File: config.mk
export PLATFORM = sky130hd
export DESIGN_NAME = hid_boot_keyboard_to_ascii_fifo
export DESIGN_NICKNAME = d
export VERILOG_FILES = /design/src/hdl/hbk_pkg.sv /design/src/hdl/hbk_ctrl.sv /design/src/hdl/hbk_datapath.sv /design/src/hdl/hid_boot_keyboard_to_ascii_fifo.sv
export SDC_FILE = /design/constraint.sdc
export NUM_CORES = 2
export LEC_CHECK = 0
export BUFFER_PORTS_ARGS = -buffer_cell sky130_fd_sc_hd__clkbuf_2
export CORE_ASPECT_RATIO = 1.1
export CORE_MARGIN = 3
export CORE_UTILIZATION = 40
export CTS_CLUSTER_SIZE = 14
export DETAILED_ROUTE_END_ITERATION = 6
export GPL_ROUTABILITY_DRIVEN = 0
export GPL_TIMING_DRIVEN = 0
export MAX_ROUTING_LAYER = met4
export PLACE_DENSITY = 0.64
export SKIP_LAST_GASP = 1
export SLEW_MARGIN = 20
export SYNTH_ARGS = -nofsm -noshare
export SYNTH_HDL_FRONTEND = slang
export SYNTH_SLANG_ARGS = --single-unit
File: constraint.sdc
create_clock -name clk -period 16.7 [get_ports clk]
set_input_delay 0.835 -clock clk [delete_from_list [all_inputs] [get_ports clk]]
set_output_delay 0.835 -clock clk [all_outputs]
set_load 0.005 [all_outputs]
File: src/hdl/hbk_pkg.sv
`default_nettype none
package hbk_pkg;

    localparam int KeyCount = 6;

    typedef struct packed {
        logic load;
        logic step;
        logic pop;
    } hbk_cmd_t;

    typedef struct packed {
        logic is_pop;
        logic last_key;
    } hbk_stat_t;

    // us layout translation; returns 0 for codes that give nothing
    function automatic logic [6:0] hbk_translate(input logic [7:0] code, input logic [7:0] mods);
        logic [6:0] c;
        logic       sh;
        sh = (mods[1] | mods[5]);
        c  = 7'd0;
        if (code >= 8'd4 && code <= 8'd29)
            c = 7'(code) + (sh ? 7'd61 : 7'd93);
        else if (!code[7])
        begin
            case (code[6:0])
                7'd30: c = sh ? 7'h21 : 7'h31;
                7'd31: c = sh ? 7'h40 : 7'h32;
                7'd32: c = sh ? 7'h23 : 7'h33;
                7'd33: c = sh ? 7'h24 : 7'h34;
                7'd34: c = sh ? 7'h25 : 7'h35;
                7'd35: c = sh ? 7'h5e : 7'h36;
                7'd36: c = sh ? 7'h26 : 7'h37;
                7'd37: c = sh ? 7'h2a : 7'h38;
                7'd38: c = sh ? 7'h28 : 7'h39;
                7'd39: c = sh ? 7'h29 : 7'h30;
                7'd40: c = 7'd10;
                7'd41: c = 7'd27;
                7'd42: c = 7'd8;
                7'd43: c = 7'd9;
                7'd44: c = 7'h20;
                7'd45: c = sh ? 7'h5f : 7'h2d;
                7'd46: c = sh ? 7'h2b : 7'h3d;
                7'd47: c = sh ? 7'h7b : 7'h5b;
                7'd48: c = sh ? 7'h7d : 7'h5d;
                7'd49: c = sh ? 7'h7c : 7'h5c;
                7'd50: c = sh ? 7'h7e : 7'h23;
                7'd51: c = sh ? 7'h3a : 7'h3b;
                7'd52: c = sh ? 7'h22 : 7'h27;
                7'd53: c = sh ? 7'h7e : 7'h60;
                7'd54: c = sh ? 7'h3c : 7'h2c;
                7'd55: c = sh ? 7'h3e : 7'h2e;
                7'd56: c = sh ? 7'h3f : 7'h2f;
                7'd84: c = 7'h2f;
                7'd85: c = 7'h2a;
                7'd86: c = 7'h2d;
                7'd87: c = 7'h2b;
                7'd88: c = 7'd10;
                7'd89: c = 7'h31;
                7'd90: c = 7'h32;
                7'd91: c = 7'h33;
                7'd92: c = 7'h34;
                7'd93: c = 7'h35;
                7'd94: c = 7'h36;
                7'd95: c = 7'h37;
                7'd96: c = 7'h38;
                7'd97: c = 7'h39;
                7'd98: c = 7'h30;
                7'd99: c = 7'h2e;
                default: c = 7'd0;
            endcase
        end
        if ((mods[0] | mods[4]) && code >= 8'd4 && code <= 8'd29)
            c = 7'(code - 8'd3);
        return c;
    endfunction

endpackage
`default_nettype wire

File: src/hdl/hbk_ctrl.sv
`default_nettype none
module hbk_ctrl
    import hbk_pkg::*;
(
    input  wire logic clk,
    input  wire logic rst_n,
    input  wire logic in_valid,
    output logic      in_ready,
    output logic      out_valid,
    input  wire logic out_ready,
    input  wire hbk_stat_t stat,
    output hbk_cmd_t  cmd
);

    typedef enum logic [1:0] {IDLE, POP, KEYS, DONE} state_t;
    state_t state_reg, state_next;

    always_comb
    begin
        state_next = state_reg;
        cmd        = '0;
        case (state_reg)
            IDLE:
            begin
                if (in_valid)
                begin
                    cmd.load   = 1'b1;
                    state_next = stat.is_pop ? POP : KEYS;
                end
            end
            POP:
            begin
                cmd.pop    = 1'b1;
                state_next = DONE;
            end
            KEYS:
            begin
                cmd.step = 1'b1;
                if (stat.last_key)
                    state_next = DONE;
            end
            DONE:
            begin
                if (out_ready)
                    state_next = IDLE;
            end
            default: state_next = IDLE;
        endcase
    end

    assign in_ready  = (state_reg == IDLE);
    assign out_valid = (state_reg == DONE);

    always_ff @(posedge clk or negedge rst_n)
    begin
        if (!rst_n)
            state_reg <= IDLE;
        else
            state_reg <= state_next;
    end

endmodule
`default_nettype wire

File: src/hdl/hbk_datapath.sv
`default_nettype none
module hbk_datapath
    import hbk_pkg::*;
#(
    parameter int FIFO_DEPTH = 256
)
(
    input  wire logic       clk,
    input  wire logic       rst_n,
    input  wire hbk_cmd_t   cmd,
    output hbk_stat_t       stat,
    input  wire logic       opcode,
    input  wire logic [7:0] modifier_bits,
    input  wire logic [7:0] key_0,
    input  wire logic [7:0] key_1,
    input  wire logic [7:0] key_2,
    input  wire logic [7:0] key_3,
    input  wire logic [7:0] key_4,
    input  wire logic [7:0] key_5,
    output logic [6:0]      char_out,
    output logic            char_valid,
    output logic [2:0]      chars_pushed,
    output logic [2:0]      chars_dropped,
    output logic            fifo_not_empty,
    output logic [7:0]      current_modifiers
);

    localparam int PtrW = $clog2(FIFO_DEPTH);

    logic [7:0]      prev_reg [KeyCount];
    logic [7:0]      keys_reg [KeyCount];
    logic [7:0]      mods_reg;
    logic [2:0]      idx_reg;
    logic [PtrW-1:0] wp_reg, rp_reg, wp_inc, rp_inc;
    logic [6:0]      mem [FIFO_DEPTH];
    logic [6:0]      chr;
    logic            held, full, do_push;

    assign wp_inc = (wp_reg == PtrW'(FIFO_DEPTH - 1)) ? '0 : wp_reg + 1'b1;
    assign rp_inc = (rp_reg == PtrW'(FIFO_DEPTH - 1)) ? '0 : rp_reg + 1'b1;
    assign full   = (wp_inc == rp_reg);

    // one key per cycle: compare against previous set, translate
    always_comb
    begin
        held = 1'b0;
        for (int i = 0; i < KeyCount; i++)
            if (prev_reg[i] == keys_reg[idx_reg]) held = 1'b1;
        chr     = hbk_translate(keys_reg[idx_reg], mods_reg);
        do_push = (keys_reg[idx_reg] != 8'd0) && !held && (chr != 7'd0);
    end

    assign stat.is_pop   = opcode;
    assign stat.last_key = (idx_reg == 3'(KeyCount - 1));
    assign fifo_not_empty    = (wp_reg != rp_reg);
    assign current_modifiers = mods_reg;

    always_ff @(posedge clk)
    begin
        if (cmd.step && do_push && !full)
            mem[wp_reg] <= chr;
        if (cmd.pop)
            char_out <= (wp_reg != rp_reg) ? mem[rp_reg] : 7'd0;
        else if (cmd.load)
            char_out <= 7'd0;
        if (cmd.load)
        begin
            keys_reg[0] <= key_0;
            keys_reg[1] <= key_1;
            keys_reg[2] <= key_2;
            keys_reg[3] <= key_3;
            keys_reg[4] <= key_4;
            keys_reg[5] <= key_5;
        end
    end

    always_ff @(posedge clk or negedge rst_n)
    begin
        if (!rst_n)
        begin
            for (int i = 0; i < KeyCount; i++) prev_reg[i] <= '0;
            mods_reg      <= '0;
            wp_reg        <= '0;
            rp_reg        <= '0;
            idx_reg       <= '0;
            char_valid    <= 1'b0;
            chars_pushed  <= '0;
            chars_dropped <= '0;
        end
        else
        begin
            if (cmd.load)
            begin
                idx_reg       <= '0;
                char_valid    <= 1'b0;
                chars_pushed  <= '0;
                chars_dropped <= '0;
                if (!opcode) mods_reg <= modifier_bits;
            end
            if (cmd.pop && (wp_reg != rp_reg))
            begin
                char_valid <= 1'b1;
                rp_reg     <= rp_inc;
            end
            if (cmd.step)
            begin
                idx_reg <= idx_reg + 1'b1;
                if (do_push)
                begin
                    if (full)
                        chars_dropped <= chars_dropped + 1'b1;
                    else
                    begin
                        wp_reg       <= wp_inc;
                        chars_pushed <= chars_pushed + 1'b1;
                    end
                end
                if (stat.last_key)
                    for (int i = 0; i < KeyCount; i++) prev_reg[i] <= keys_reg[i];
            end
        end
    end

endmodule
`default_nettype wire

File: src/hdl/hid_boot_keyboard_to_ascii_fifo.sv
// hid boot keyboard report decoder with character fifo
// input channel (in_valid/in_ready) carries one word: opcode 0 is a keyboard
// report (modifier_bits, key_0..key_5), opcode 1 pops one character.
// output channel (out_valid/out_ready) returns one result word per input.
// a report goes through accept, six key steps and result; a pop goes
// through accept, fifo read and result, and out_valid is high in the
// result step. the six key steps share one translate and one fifo write
// port, one key per cycle.
// the block takes one word at a time; in_ready stays low until the
// result word has been taken, so a stalled receiver holds off the input.
// reset clears the previous key set, modifiers and fifo pointers; the
// fifo holds FIFO_DEPTH-1 characters and needs no clearing pass.
// status outputs (modifiers, held flags, fifo_not_empty) refer to the
// state after the item.
`default_nettype none
module hid_boot_keyboard_to_ascii_fifo
    import hbk_pkg::*;
#(
    parameter int FIFO_DEPTH = 256
)
(
    input  wire logic       clk,
    input  wire logic       rst_n,
    input  wire logic       in_valid,
    output logic            in_ready,
    input  wire logic       opcode,
    input  wire logic [7:0] modifier_bits,
    input  wire logic [7:0] key_0,
    input  wire logic [7:0] key_1,
    input  wire logic [7:0] key_2,
    input  wire logic [7:0] key_3,
    input  wire logic [7:0] key_4,
    input  wire logic [7:0] key_5,
    output logic            out_valid,
    input  wire logic       out_ready,
    output logic [6:0]      char_out,
    output logic            char_valid,
    output logic [2:0]      chars_pushed,
    output logic [2:0]      chars_dropped,
    output logic            fifo_not_empty,
    output logic [7:0]      current_modifiers,
    output logic            shift_held,
    output logic            ctrl_held,
    output logic            alt_held
);

    hbk_cmd_t  cmd;
    hbk_stat_t stat;

    hbk_ctrl u_ctrl (
        .clk       (clk),
        .rst_n     (rst_n),
        .in_valid  (in_valid),
        .in_ready  (in_ready),
        .out_valid (out_valid),
        .out_ready (out_ready),
        .stat      (stat),
        .cmd       (cmd)
    );

    hbk_datapath #(.FIFO_DEPTH(FIFO_DEPTH)) u_dp (
        .clk               (clk),
        .rst_n             (rst_n),
        .cmd               (cmd),
        .stat              (stat),
        .opcode            (opcode),
        .modifier_bits     (modifier_bits),
        .key_0             (key_0),
        .key_1             (key_1),
        .key_2             (key_2),
        .key_3             (key_3),
        .key_4             (key_4),
        .key_5             (key_5),
        .char_out          (char_out),
        .char_valid        (char_valid),
        .chars_pushed      (chars_pushed),
        .chars_dropped     (chars_dropped),
        .fifo_not_empty    (fifo_not_empty),
        .current_modifiers (current_modifiers)
    );

    assign shift_held = current_modifiers[1] | current_modifiers[5];
    assign ctrl_held  = current_modifiers[0] | current_modifiers[4];
    assign alt_held   = current_modifiers[2] | current_modifiers[6];

    a_no_overlap: assert property (@(posedge clk) disable iff (!rst_n)
        !(in_ready && out_valid)) else $error("input and output open together");
    a_valid_char: assert property (@(posedge clk) disable iff (!rst_n)
        out_valid && char_valid |-> char_out != 7'd0) else $error("valid zero char");
    a_report_sum: assert property (@(posedge clk) disable iff (!rst_n)
        out_valid |-> (4'(chars_pushed) + 4'(chars_dropped)) <= 4'd6)
        else $error("too many chars in one report");

endmodule
`default_nettype wire

Word-level counts from Yosys, hierarchy flattened
Memories as Yosys holds them, arrays and structs flattened. A register that Yosys moved wholly into a read port is not among the register bits.
Index checks and enable logic that the tools add are counted.
- register bits after elaboration: 43
- bits in latches: 0
- RAM bits: 1840
- bits in read-only memories: 0
- input bits: 61
- output and inout port bits: 28
- logic and storage cells: 175
- memories: 2
- memories (memory ; depth ; width ; rd ports ; clocked after Yosys merged registers in ; write ports ; line ; source):
    u_dp.mem ; 256 ; 7 ; 1 ; 0 ; 1 ; hbk_datapath.sv:35 ; logic [6:0] mem [FIFO_DEPTH];
    u_dp.keys_reg ; 6 ; 8 ; 7 ; 6 ; 6 ; hbk_datapath.sv:31 ; logic [7:0] keys_reg [KeyCount];
- add/sub/neg operators: 7
- multipliers: 0
- divide/modulo/power cells: 0
- magnitude comparators: 2
- eq/ne operators: 60
- shift operators: 0
- multiplexer cells: 63
- bitwise logic cells: 5
- reduce and logical (&&, ||, !) cells: 27
- operator list (kind ; number):
    $pmux W7 S42 ; 1
    $eq A7 B6 Y1 const B ; 25
    $eq A7 B7 Y1 const B ; 16
    $mux W7 ; 11
    $mux W5 ; 13
    $eq A8 B8 Y1 ; 7
    $mux W3 ; 11
    $mux W6 ; 3
    $mux W1 ; 17
    $add A8 B1 Y8 const B ; 2
    $eq A8 B8 Y1 const B ; 2
    $mux W8 ; 2
    $eq A7 B5 Y1 const B ; 2
    $add A3 B1 Y3 const B ; 3
    $ge A8 B3 Y1 const B ; 1
    $le A8 B5 Y1 const B ; 1
    $logic_and A1 B1 Y1 ; 8
    $logic_not A1 Y1 ; 8
    $mux W2 ; 4
    $ne A8 B8 Y1 ; 1
    $pmux W2 S4 ; 1
    $reduce_bool A8 Y1 ; 1
    $add A7 B7 Y7 ; 1
    $reduce_bool A7 Y1 ; 1
    other kinds (13) ; 22

Depth between registers and ports, before layout
An unclocked memory read counts as a cell.
- depth in word-level cells: 15
- depth in mapped cells: 19
- mapped depth without buffers: 13

Modules after synthesis
From an unflattened synthesis, not the netlist that was laid out.
- cells, all modules: 3840
- area total of the unflattened synthesis: 77891.0 µm²
- by module, submodules not included (module ; times used ; cells each ; area each (µm²) ; seq. area each (µm²)):
    hbk_datapath ; 1 ; 3819 ; 77697.0 ; 57515.2
    hbk_ctrl ; 1 ; 18 ; 175.2 ; 50.0
    hid_boot_keyboard_to_ascii_fifo ; 1 ; 3 ; 18.8 ; 0.0

Least setup slack after synthesis
OpenSTA, ideal clock, no wires.
- kind: register to register
- start: register u_dp.idx_reg[0]
- end: memory u_dp.mem[0][3], data pin
- data arrival time: 13.105 ns
- data required time: 14.513 ns
- slack: 1.408 ns
- cell stages (with the launch flop): 12
- period minus slack after synthesis: 15.292 ns
- cells stage by stage: dfrtp_1 buf_2 buf_4 buf_6 mux4_2 mux2i_2 ha_1 buf_1 nor2_1 and3_1 or3b_2 o21ai_0
- longest elaborated chain between the ends: 7
- elaborated cells between the ends (all ways): 56
- those cells by class: add/sub (2); order compare (2); eq/ne (43); mux (4); reduce/logical (4); memory (1)
- RTL lines (what ; line ; source):
    start, declared ; hbk_datapath.sv:33 ; logic [2:0] idx_reg;
    start signal, assigned ; hbk_datapath.sv:107 ; idx_reg <= idx_reg + 1'b1;
    $mem_v2 Z6 W8 (*) ; - ;
    $eq A7 B6 Y1 or $eq A7 B7 Y1 (tied branches) ; hbk_pkg.sv:27 ; case (code[6:0])
    $reduce_or A2 Y1 (no source line) ; - ;
    $pmux W7 S42 ; hbk_pkg.sv:27 ;
    $mux W7 ; hbk_pkg.sv:25 ; else if (!code[7])
    $mux W7 ; hbk_pkg.sv:23 ; if (code >= 8'd4 && code <= 8'd29)
    $mux W7 (*) ; hbk_pkg.sv:74 ; if ((mods[0] | mods[4]) && code >= 8'd4 && code <= 8'd29)
    named net u_dp.chr[3] ; hbk_datapath.sv:36 ; logic [6:0] chr;
    end, declared ; hbk_datapath.sv:35 ;
Mark *: on every way through the listed nets, which the timed path passes. The rest lies on a longest branch.

Worst setup path after layout
- start: register u_dp.idx_reg[0]
- end: memory u_dp.mem[62][0], enable pin
- longest elaborated chain between the ends: 15
- elaborated cells between the ends (all ways): 77
- those cells by class: add/sub (2); order compare (2); eq/ne (49); mux (12); reduce/logical (11); memory (1)
- RTL lines (what ; line ; source):
    $mem_v2 Z6 W8 (*) ; - ;
    branches (longest 9 deep; another with $pmux W7 S42) ; - ;
    $logic_and A1 B1 Y1 (*) ; hbk_datapath.sv:50 ; do_push = (keys_reg[idx_reg] != 8'd0) && !held && (chr != 7'd0);
    $logic_and A1 B1 Y1 (*) (2 in series) ; hbk_datapath.sv:60 ; if (cmd.step && do_push && !full)
    $mux W1 (*) ; hbk_datapath.sv:60 ;
    $mux W1 (not written as such) (*) ; hbk_datapath.sv:61 ; mem[wp_reg] <= chr;
Mark *: on every way between the ends.

==> reports/results.md <==
| Metric | Reported | Unit |
| --- | --- | --- |
| Type of the setup path with the least slack | reg -> reg | - |
| R2R depth | 18 | - |
| Endpoint of the worst-slack reg-to-reg timing path | u_dp.mem[62][0]$_DFFE_PP_ | - |
| Required time of the critical path | 17.17 | ns |
| Most common library cell in the layout ignoring fill and taps | edfxtp_1 | - |
| Final std cell area, no fill | 90100 | um^2 |
| Post-CTS Repair Setup Buffers | 0 | - |
| Mean Syn Cell Area | 21.5 | um^2 |
| Fraction of the yosys area taken by sequential cells | 74.2 | % |
| Setup repair after global routing missed its margin | no | - |
| FP Rows | 168 | - |
| Max Slew Vio Count | 0 | - |
| Growth of design area from synthesis to finish | 16.1 | % |
| Setup violations, final | 0 | - |
| GRT Overall Usage | 21.9 | % |
| Yosys warnings | 0 | - |
| Switching power of the nets | 6.49 | mW |
| Total number of clock tree sinks | 1931 | - |
| Drt first-iter violations | 5293 | - |
| Post-cts sizing count | 0 | - |
| Number of cells produced by synthesis | 3615 | - |
| H-tree depth | 4 | - |
| Pwr per Cell Area | 201 | nW/um^2 |
| Largest stage delay on the critical path | 0.92 | ns |
| Clock Tree Buf Depth | 3 | - |
| Number of vias after detailed routing | 39800 | - |
| Dominant delay contributor by cell family on the critical path | buffers and inverters | - |
| Average wire per standard cell | 31.6 | um |
| Top flip-flop cell by instance count after synthesis | edfxtp_1 | - |
| Number of antenna-violating nets in the routed design | 0 | - |
| Post-synthesis net count | 3696 | - |
| Detailed-route DRC error count | 0 | - |
| Number of enable flip-flop cells after synthesis | 1847 | - |
| Cell chain of the critical path | buf_2 > buf_4 > buf_6 > mux4_2 > mux2i_2 > ha_1 > clkbuf_1 > inv_1 > nor3_1 > nand4_1 > a211oi_1 > nor3_1 > a21oi_1 > o2bb2ai_1 > o21ai_2 > buf_2 > buf_2 > nor3_1 | - |
| Crit path arrival time | 8.24 | ns |
| Sw frac | 35.9 | % |
| Boundary pin count | 89 | - |
| Post-Route Setup TNS | 0 | ns |
| Post-route clock period utilization | 46.5 | % |
| Finished Core Util | 47.0 | % |
| Number of global-route vias before repair | 39600 | - |
| # port buffers | 88 | - |
| First-pass GRT wire length | 299000 | um |
| 1st-pass router iterations | 7 | - |
| Final Critical Period | 7.77 | ns |
| Area after DPL | 83800 | um^2 |
| Average via count per standard cell | 5.95 | - |
| Total core area | 192000 | um^2 |
| Flop and latch count out of synthesis | 1931 | - |
| Number of logic stages on the critical path including buffering | 18 | - |
| Slowest stage cell, crit path | nor3_1 | - |
| Nature of the critical path endpoint | flip-flop | - |
| CTS buffer count | 184 | - |
| Critical-path maximum fanout | 12 | - |
| Height of the chip | 468 | um |
| TritonCTS clock tree | built | - |
| Total number of nets in the final design | 4060 | - |
| Number of flip-flops under the largest register name | 1792 | - |
| Clock Skew | 0.0513 | ns |
| Sequential share of power | 37.3 | % |
| Run status | finished clean | - |
| Hold crit path type | in -> reg | - |
| Worst Hold Margin | 0.169 | ns |
| Transition at the pin with the smallest max-transition slack | 1.25 | ns |
| Critical path launch point | u_dp.idx_reg[0]$_DFFE_PN0P_ | - |
| Clock-pin slew on the worst setup and hold paths | 0.06 | ns |
| Launch instance of the worst register-to-register path | u_dp.idx_reg[0]$_DFFE_PN0P_ | - |
| Fraction of layout instances using a drive strength above 1 | 33.9 | % |
| Worst Setup Start Kind | flip-flop | - |
| Leakage | 28.1 | nW |
| Clock power share | 22.7 | % |
| Worst-skew pair later-pin latency | 0.87 | ns |
| Worst IR Drop VDD | 0.126 | mV |
| Antenna violations before repair | 10 | - |
| Layout Cells excl Fill | 6689 | - |
| Aggregate routed wire length | 212000 | um |
| Aggregate global routing overflow | 0 | - |
| Initial core utilization | 40.5 | % |
| Max_slew headroom | 16.4 | % |
| Pin count of the biggest net entering global routing | 77 | - |
| Distinct cells, synth | 77 | - |
| Number of endpoints with negative hold slack in the final report | 0 | - |
| Async SR Flop Fraction | 4.35 | % |
| Clock Tree Root | clkbuf_16 | - |
| Maximum capacitance violations | 0 | - |
| Die area | 199000 | um^2 |
| Capture point of the critical path | u_dp.mem[62][0]$_DFFE_PP_ | - |
| Logic pwr share | 40.0 | % |
| Maximum clock rate | 129 | MHz |
| Internal Pwr Total | 11.6 | mW |
| Die W | 426 | um |
| HPWL after detailed placement | 150000 | um |
| Total buffers and inverters traversed by the critical path | 7 | - |
| Power Total | 18.1 | mW |
| Setup ws final | 8.93 | ns |
| Most frequent cells in the layout | edfxtp_1 (1847), mux4_2 (605), clkbuf_16 (188) | - |
| Worst setup slack before clock tree synthesis | 9.02 | ns |
| Register-to-register setup slack | 8.93 | ns |
| Post-synthesis instance area | 77600 | um^2 |
| Dpl cells | 6339 | - |
-- layout make-up --
class	instances	area, um^2
fillers	15500	102000
flip-flops and latches	1931	57600
multi-input cells	1419	19900
clock buffers	238	4950
well taps	2550	3190
repair buffers	178	2320
plain buffers	239	1060
clock inverters	103	967
inverters	26	97.6
diodes	5	12.5
-- worst register-to-register path, delay by kind of cell, from the launching register on --
family | cells | cell delay [ns]
mux | 2 | 1.24
compound gates | 4 | 1.59
fa+ha+maj | 1 | 0.29
flops | 1 | 0.38
buf+inv | 7 | 2.02
simple gates | 4 | 1.87
-- synthesized netlist by cell type, types with 9 or more instances --
cell type  count  area, um^2
mux2i_1       18         180
ha_1          20         250
nor3_1       261        1310
nand4_1       14        87.6
a21oi_1       16        80.1
dfrtp_1       84        2100
buf_1         57         214
buf_2         23         115
xor2_1        19         166
edfxtp_1    1847       55500
buf_4         14         105
mux4_2       605       13600
nand2b_1       9        56.3
o21ai_0       31         155
nand2_1       73         274
clkbuf_1     144         541
nor2b_1       15        93.8
nand3_1       31         155
nor2_1        50         188
inv_1         25        93.8
xnor2_1       55         482
nor4_1        17         106
mux2_2        64         721
-- metal layers --
layer	track usage (%)	share of wire, %
met1	28.5	38
met3	3.96	8.2
met5	-	0
met2	34.6	49
met4	8.19	4.1
-- worst min path at each step --
stage                                  start                             to  slack (ns)  depth (start not counted)
6_report                            key_2[0]  u_dp.keys_reg[2][0]$_DFFE_PP_        0.17                          1
5_1_grt                             key_2[2]  u_dp.keys_reg[2][2]$_DFFE_PP_        0.12                          1
4_1_cts                             key_2[0]  u_dp.keys_reg[2][0]$_DFFE_PP_        0.12                          1
3_5_place_dp   u_dp.prev_reg[10]$_DFFE_PN0P_  u_dp.prev_reg[10]$_DFFE_PN0P_        0.49                          2
3_3_place_gp     u_dp.char_valid$_DFFE_PN0P_    u_dp.char_valid$_DFFE_PN0P_        0.47                          2
2_1_floorplan  u_dp.prev_reg[10]$_DFFE_PN0P_  u_dp.prev_reg[10]$_DFFE_PN0P_        0.47                          2
-- power groups by stage --
| stage | Clock (mW) | Combinational [mW] | Sequential, mW |
|---|---|---|---|
| floorplan | 0 | 3.75 | 7.42 |
| global placement | 0 | 5.97 | 7.69 |
| detailed placement | 0 | 7.14 | 6.84 |
| CTS | 4.16 | 7.16 | 6.74 |
| global route | 4.36 | 7.51 | 6.75 |
| finish | 4.10 | 7.24 | 6.74 |
-- repair_timing --
action	CTS	global route
endpoints found under the setup margin	0	0
hold buffers	1	0
endpoints found under the hold margin	24	0
-- kinds of logic after synthesis --
kind of cell,after synthesis,share of synthesized area [%]
compound gates,131,1.23
mux,691,18.8
buf+inv,265,1.40
fa+ha+maj,20,0.323
simple gates,503,3.23
flops,1931,74.2
xor+xnor,74,0.835
Note: power is estimated with default switching activity, not from simulation.
